--- config.mk ---
export PLATFORM = sky130hd
export DESIGN_NAME = hrsl_cell
export DESIGN_NICKNAME = d
export VERILOG_FILES = /design/src/rtl/hrsl_pkg.sv /design/src/rtl/hrsl_cell.sv
export SDC_FILE = /design/constraint.sdc
export NUM_CORES = 1
export LEC_CHECK = 0
export BUFFER_PORTS_ARGS = -buffer_cell sky130_fd_sc_hd__buf_2
export CAP_MARGIN = 25
export CORE_ASPECT_RATIO = 1.75
export CORE_MARGIN = 3
export CORE_UTILIZATION = 45
export CTS_BUF_LIST = sky130_fd_sc_hd__clkbuf_4
export DETAILED_ROUTE_END_ITERATION = 10
export MAX_ROUTING_LAYER = met4
export PLACE_DENSITY_LB_ADDON = 0.2
export SETUP_SLACK_MARGIN = 0.05
export SLEW_MARGIN = 10
export SYNTH_ARGS = -nofsm -noshare
export SYNTH_HDL_FRONTEND = slang
export SYNTH_SLANG_ARGS = --single-unit
export TNS_END_PERCENT = 100
--- constraint.sdc ---
create_clock -name clk -period 9.1 [get_ports clk]
set_clock_uncertainty 0.2 [all_clocks]
set_input_delay 0.91 -clock clk [delete_from_list [all_inputs] [get_ports clk]]
set_output_delay 0.91 -clock clk [all_outputs]
set_load 0.02 [all_outputs]
--- src/rtl/hrsl_pkg.sv ---
`default_nettype none

package hrsl_pkg;

  localparam int RING_DEPTH_DEF = 256;
  localparam int NODE_BITS_DEF  = 16;

  localparam int POINT_W  = 32;
  localparam int KIND_W   = 2;
  localparam int ID_W     = 16;
  localparam int STATUS_W = 2;
  localparam int COUNT_W  = 9;

  // flipping the sign bit makes unsigned compare follow signed order
  localparam logic [POINT_W-1:0] SIGN_FLIP = 32'h8000_0000;

  // fan-in of one level of the result tree
  localparam int TREE_FAN  = 16;
  localparam int TREE_LOG  = 4;
  localparam int TREE_MAXL = 4;

  typedef enum logic [KIND_W-1:0] {
    KIND_INSERT = 2'd0,
    KIND_LOOKUP = 2'd1,
    KIND_CLEAR  = 2'd2
  } kind_t;

  typedef enum logic [STATUS_W-1:0] {
    STATUS_OK    = 2'd0,
    STATUS_EMPTY = 2'd1,
    STATUS_FULL  = 2'd2
  } status_t;

  // strobes and key broadcast to every cell
  typedef struct packed {
    logic               insert;
    logic               clear;
    logic               lookup;
    logic [POINT_W-1:0] key;
  } hrsl_cmd_t;

  // flags a cell hands to its upper neighbor
  typedef struct packed {
    logic valid;
    logic after;
    logic gt;
  } hrsl_link_t;

  // nodes at tree level l (level 0 are the leaves)
  function automatic int tree_cnt(input int n, input int l);
    return (n + (1 << (TREE_LOG * l)) - 1) >> (TREE_LOG * l);
  endfunction

  function automatic int tree_levels(input int n);
    int lv;
    lv = 0;
    for (int l = TREE_MAXL; l >= 1; l--) begin
      if (tree_cnt(n, l) == 1) begin
        lv = l;
      end
    end
    return lv;
  endfunction

  // offset of level l (l >= 1) in the flat tree storage
  function automatic int tree_off(input int n, input int l);
    int off;
    off = 0;
    for (int k = 1; k <= TREE_MAXL; k++) begin
      if (k < l) begin
        off += tree_cnt(n, k);
      end
    end
    return off;
  endfunction

endpackage

`default_nettype wire

--- src/rtl/hrsl_cell.sv ---
`default_nettype none

module hrsl_cell
  import hrsl_pkg::*;
#(
  parameter int NODE_BITS = NODE_BITS_DEF,
  parameter bit FIRST     = 1'b0
) (
  input  wire logic                 clk,
  input  wire logic                 rst_n,
  input  wire hrsl_cmd_t            cmd,
  input  wire logic [NODE_BITS-1:0] node_in,
  input  wire hrsl_link_t           prev_link,
  input  wire logic [POINT_W-1:0]   prev_point,
  input  wire logic [NODE_BITS-1:0] prev_node,
  output hrsl_link_t                link,
  output logic [POINT_W-1:0]        point,
  output logic [NODE_BITS-1:0]      node,
  output logic [NODE_BITS:0]        hit
);

  logic                 valid_r;
  logic [POINT_W-1:0]   point_r;
  logic [NODE_BITS-1:0] node_r;
  logic [NODE_BITS:0]   hit_r;
  logic                 above;
  logic                 shift_in;
  logic                 first_gt;

  assign above    = point_r > cmd.key;
  assign shift_in = !FIRST && prev_link.after;
  assign first_gt = valid_r && above && !(!FIRST && prev_link.gt);

  assign link.valid = valid_r;
  assign link.after = !valid_r || above;
  assign link.gt    = valid_r && above;
  assign point      = point_r;
  assign node       = node_r;
  assign hit        = hit_r;

  always_ff @(posedge clk) begin
    if (!rst_n) begin
      valid_r <= 1'b0;
    end else if (cmd.clear) begin
      valid_r <= 1'b0;
    end else if (cmd.insert) begin
      valid_r <= FIRST ? 1'b1 : prev_link.valid;
    end
  end

  // entries at and above the insert spot move up by one
  always_ff @(posedge clk) begin
    if (cmd.insert && link.after) begin
      point_r <= shift_in ? prev_point : cmd.key;
      node_r  <= shift_in ? prev_node : node_in;
    end
  end

  always_ff @(posedge clk) begin
    if (cmd.lookup) begin
      hit_r <= first_gt ? {1'b1, node_r} : '0;
    end
  end

endmodule

`default_nettype wire

==> flow_metrics.py <==
metrics = {
    "die": {
        "core_area_um2": 7670,
        "io_pins": 172,
        "dieArea_um2": 9090,
        "fp-row-count": 42,
        "die_x_um": 73.4,
        "die_y_um": 124,
        "start_util_pct": 46.6,
    },
    "timing": {
        "slew_viol_final": 0,
        "rsz0062_at_grt": "false",
        "holdWs_ps": 422,
        "post-route-period-util_pct": 44.7,
        "maxSlewHeadroom_pct": 52.5,
        "worst_pin_slew_ps": 713,
        "period_minus_slack_ps": 4070,
        "setup-tns-final_ps": 0,
        "finalSetupViolCount": 0,
        "fmax_mhz": 246,
        "hold_viol": 0,
    },
    "global_routing": {
        "antenna_found_initial": 0,
        "grt_util_all_layers_pct": 18.9,
        "grt_overflow": 0,
        "first_global_vias": 2827,
        "grt_max_degree": 80,
        "grt_pass1_wl_um": 12600,
    },
    "logic_synthesis": {
        "synth-adder-area-share_pct": 11.2,
        "postSynthAreaPerCell_um2": 11.5,
        "yosys.area.top_type_share_pct": 54.6,
        "ys_types": 31,
        "synth_nets": 447,
        "yosys.area_share.simple_pct": 9.13,
        "synth_compound_area_share_pct": 13.1,
        "syn_area_um2": 3580,
        "synth_top_area_cell": "edfxtp_1",
        "yosysWarnings": 0,
        "synthTopCellsByArea": "edfxtp_1, ha_1, mux2_2",
        "ys_ff_latch": 66,
        "synth_top_family_by_area": "compound AO/OA/AOI/OAI gates",
        "synth-seq-area-share_pct": 55.1,
        "synthXorXnorAreaFrac_pct": 0,
        "synth_cells": 311,
        "synth.area.mux_share_pct": 5.63,
    },
    "cts": {
        "insertion_delay_ps": 420,
        "clkTransAtPathRegs_ps": 100,
        "clockBufferDepth": 2,
        "numCtsBuffers": 9,
        "cts_tree": "yes",
        "cts_sinks": 66,
        "cts_root_buf": "clkbuf_4",
        "cts_setup_buffers": 0,
        "holdBufCountCts": 0,
        "htree_num_levels": 3,
        "ctsResizeCount": 0,
    },
    "place": {
        "place_hpwl_um": 6680,
        "place_congestion": 0.777,
        "dp.cells": 558,
        "io_buffers": 171,
    },
    "drt": {
        "dr.first_iter.drc_count": 153,
        "route.detailed.drc": 0,
        "antenna_left": 0,
        "drt-total-wl_um": 8490,
        "post_drt_wl_per_cell_um": 14.8,
        "viasPerCell": 5.11,
        "first_pass_iters": 5,
        "vias": 2939,
    },
    "worst_hold_path": {
        "hold_path_class": "reg2reg",
    },
    "layout": {
        "layout_common_cells": "buf_2, edfxtp_1, nand2_1, inv_1, o21ai_0",
        "antenna_cells": 0,
        "final_cells": 575,
        "nFillCells": 663,
        "nNetsFinal": 618,
        "syn2layout_area_growth_pct": 30.7,
        "layout_commonest_cell": "buf_2",
        "drive_gt1_share_pct": 45.0,
    },
    "critical_path": {
        "worstSetupEndpoint": "link[1]",
        "critical_path_class": "in2out",
        "startpoint": "cmd[1]",
        "worstRegToRegCells": 7,
        "cp_slowest_cell": "o41ai_4",
        "endpoint_kind": "output pin",
        "crit_top_cell": "buf_2",
        "cp_max_fo": 16,
        "critPathLaunchType": "input pin",
        "crit_chain": "buf_2 -> inv_1 -> ha_1 -> nor2b_1 -> o211ai_1 -> a2111oi_1 -> o41ai_4 -> buf_6 -> nand3_1 -> buf_2",
        "worst-endpoint-arrival_ps": 2960,
        "rr_startpoint": "point[1]$_DFFE_PP_",
        "cp.required_ps": 7990,
        "r2r_end": "point[31]$_DFFE_PP_",
        "regToRegSetupSlack_ps": 5800,
        "slowest_delay_ps": 650,
    },
    "power": {
        "ir_worst_vdd_mv": 0.127,
        "p_leak_nw": 2.21,
        "cellPowerDensity_nw_per_um2": 155,
    },
    "outcome": {
        "status": "complete, no violations",
    },
    "flow_run": {
        "cap_viol_max_count": 0,
    },
}
[how the worst min path moves through the flow]
stage                                    start                     to  slack (ps)  cells past startpoint
after detailed placement    node[15]$_DFFE_PP_  hit[15]$_SDFFCE_PN0P_         390                      2
after CTS                    node[9]$_DFFE_PP_   hit[9]$_SDFFCE_PN0P_         420                      2
after floorplan           valid_r$_SDFFE_PP0P_   valid_r$_SDFFE_PP0P_         370                      2
after global routing                   cmd[33]   valid_r$_SDFFE_PP0P_         410                      2
after global placement      node[15]$_DFFE_PP_  hit[15]$_SDFFCE_PN0P_         370                      2
final                       node[15]$_DFFE_PP_  hit[15]$_SDFFCE_PN0P_         420                      2
[area by class of cell]
cell class	count	area, um2	area share (%)
sequential	66	1970	42.2
clock buffer	10	75.1	1.61
multi-input combinational	196	1410	30.3
timing repair buffer	176	897	19.2
tap	88	110	2.36
inverter	33	124	2.65
clock inverter	6	81.3	1.74
[report_power, final]
group	internal, mW	switching, mW	total (mW)
clock network	0.113	0.105	0.218
logic	0.0557	0.0820	0.138
registers	0.357	0.00960	0.367
total	0.526	0.197	0.722
[metal layers]
metal | GRT usage, % | up-vias | wire length (um)
met3 | 4.36 | 12 | 624
met5 | - | - | 0
met1 | 20.9 | 1341 | 3200
met4 | 9.86 | 0 | 194
met2 | 31.2 | 118 | 4470
li1 | - | 1468 | -
[Yosys cell counts]
cell       count
nor3b_1        1
inv_1         33
a31oi_4        1
dfxtp_1        1
a21oi_2        2
o41ai_1        1
nand2_1       50
buf_6          2
a21o_1         5
nand4_2        2
nor4_2         1
and2b_1        1
a21boi_2       2
a2111oi_1      1
o21ai_0       33
clkbuf_1      10
a2111oi_2      1
a211oi_1       2
mux2i_1        1
nor2b_1        2
edfxtp_1      65
o211ai_1       1
nand3_1        6
mux2_2        17
ha_1          32
o41ai_2        1
nor4_1         1
buf_2          2
nand4_1        6
buf_4          2
a21oi_1       26
[sequential cells by signal (all words and copies together) (netlist names)]
| name | count |
|---|---|
| node | 16 |
| hit | 17 |
| point | 32 |
| valid_r | 1 |
[cells by family (layout without fill, tap and decap cells)]
family	count (synthesis)	after routing
muxes	18	18
AOI/OAI and AO/OA	76	76
and+or+nand+nor	70	70
buffers and inverters	49	225
adders and majority gates	32	32
DFF	66	66
[metrics by stage]
stage               setup WS (ps)  instance area, um2  util (%)  power (mW)
floorplan                    5470                3580         -       0.455
CTS                          5030                4670      60.8       0.729
finish                       5030                4670      60.9       0.722
detailed placement           5050                4510      58.8       0.513
global route                 4930                4670      60.9       0.757
global placement             4750                4500      58.6       0.509
[critical path: cells and delay by family]
kind            cells  cell delay [ps]
simple gates        2              220
compound gates      3              970
buf+inv             4              550
fa+ha+maj           1              310
Power figures use the tool's default switching activity.
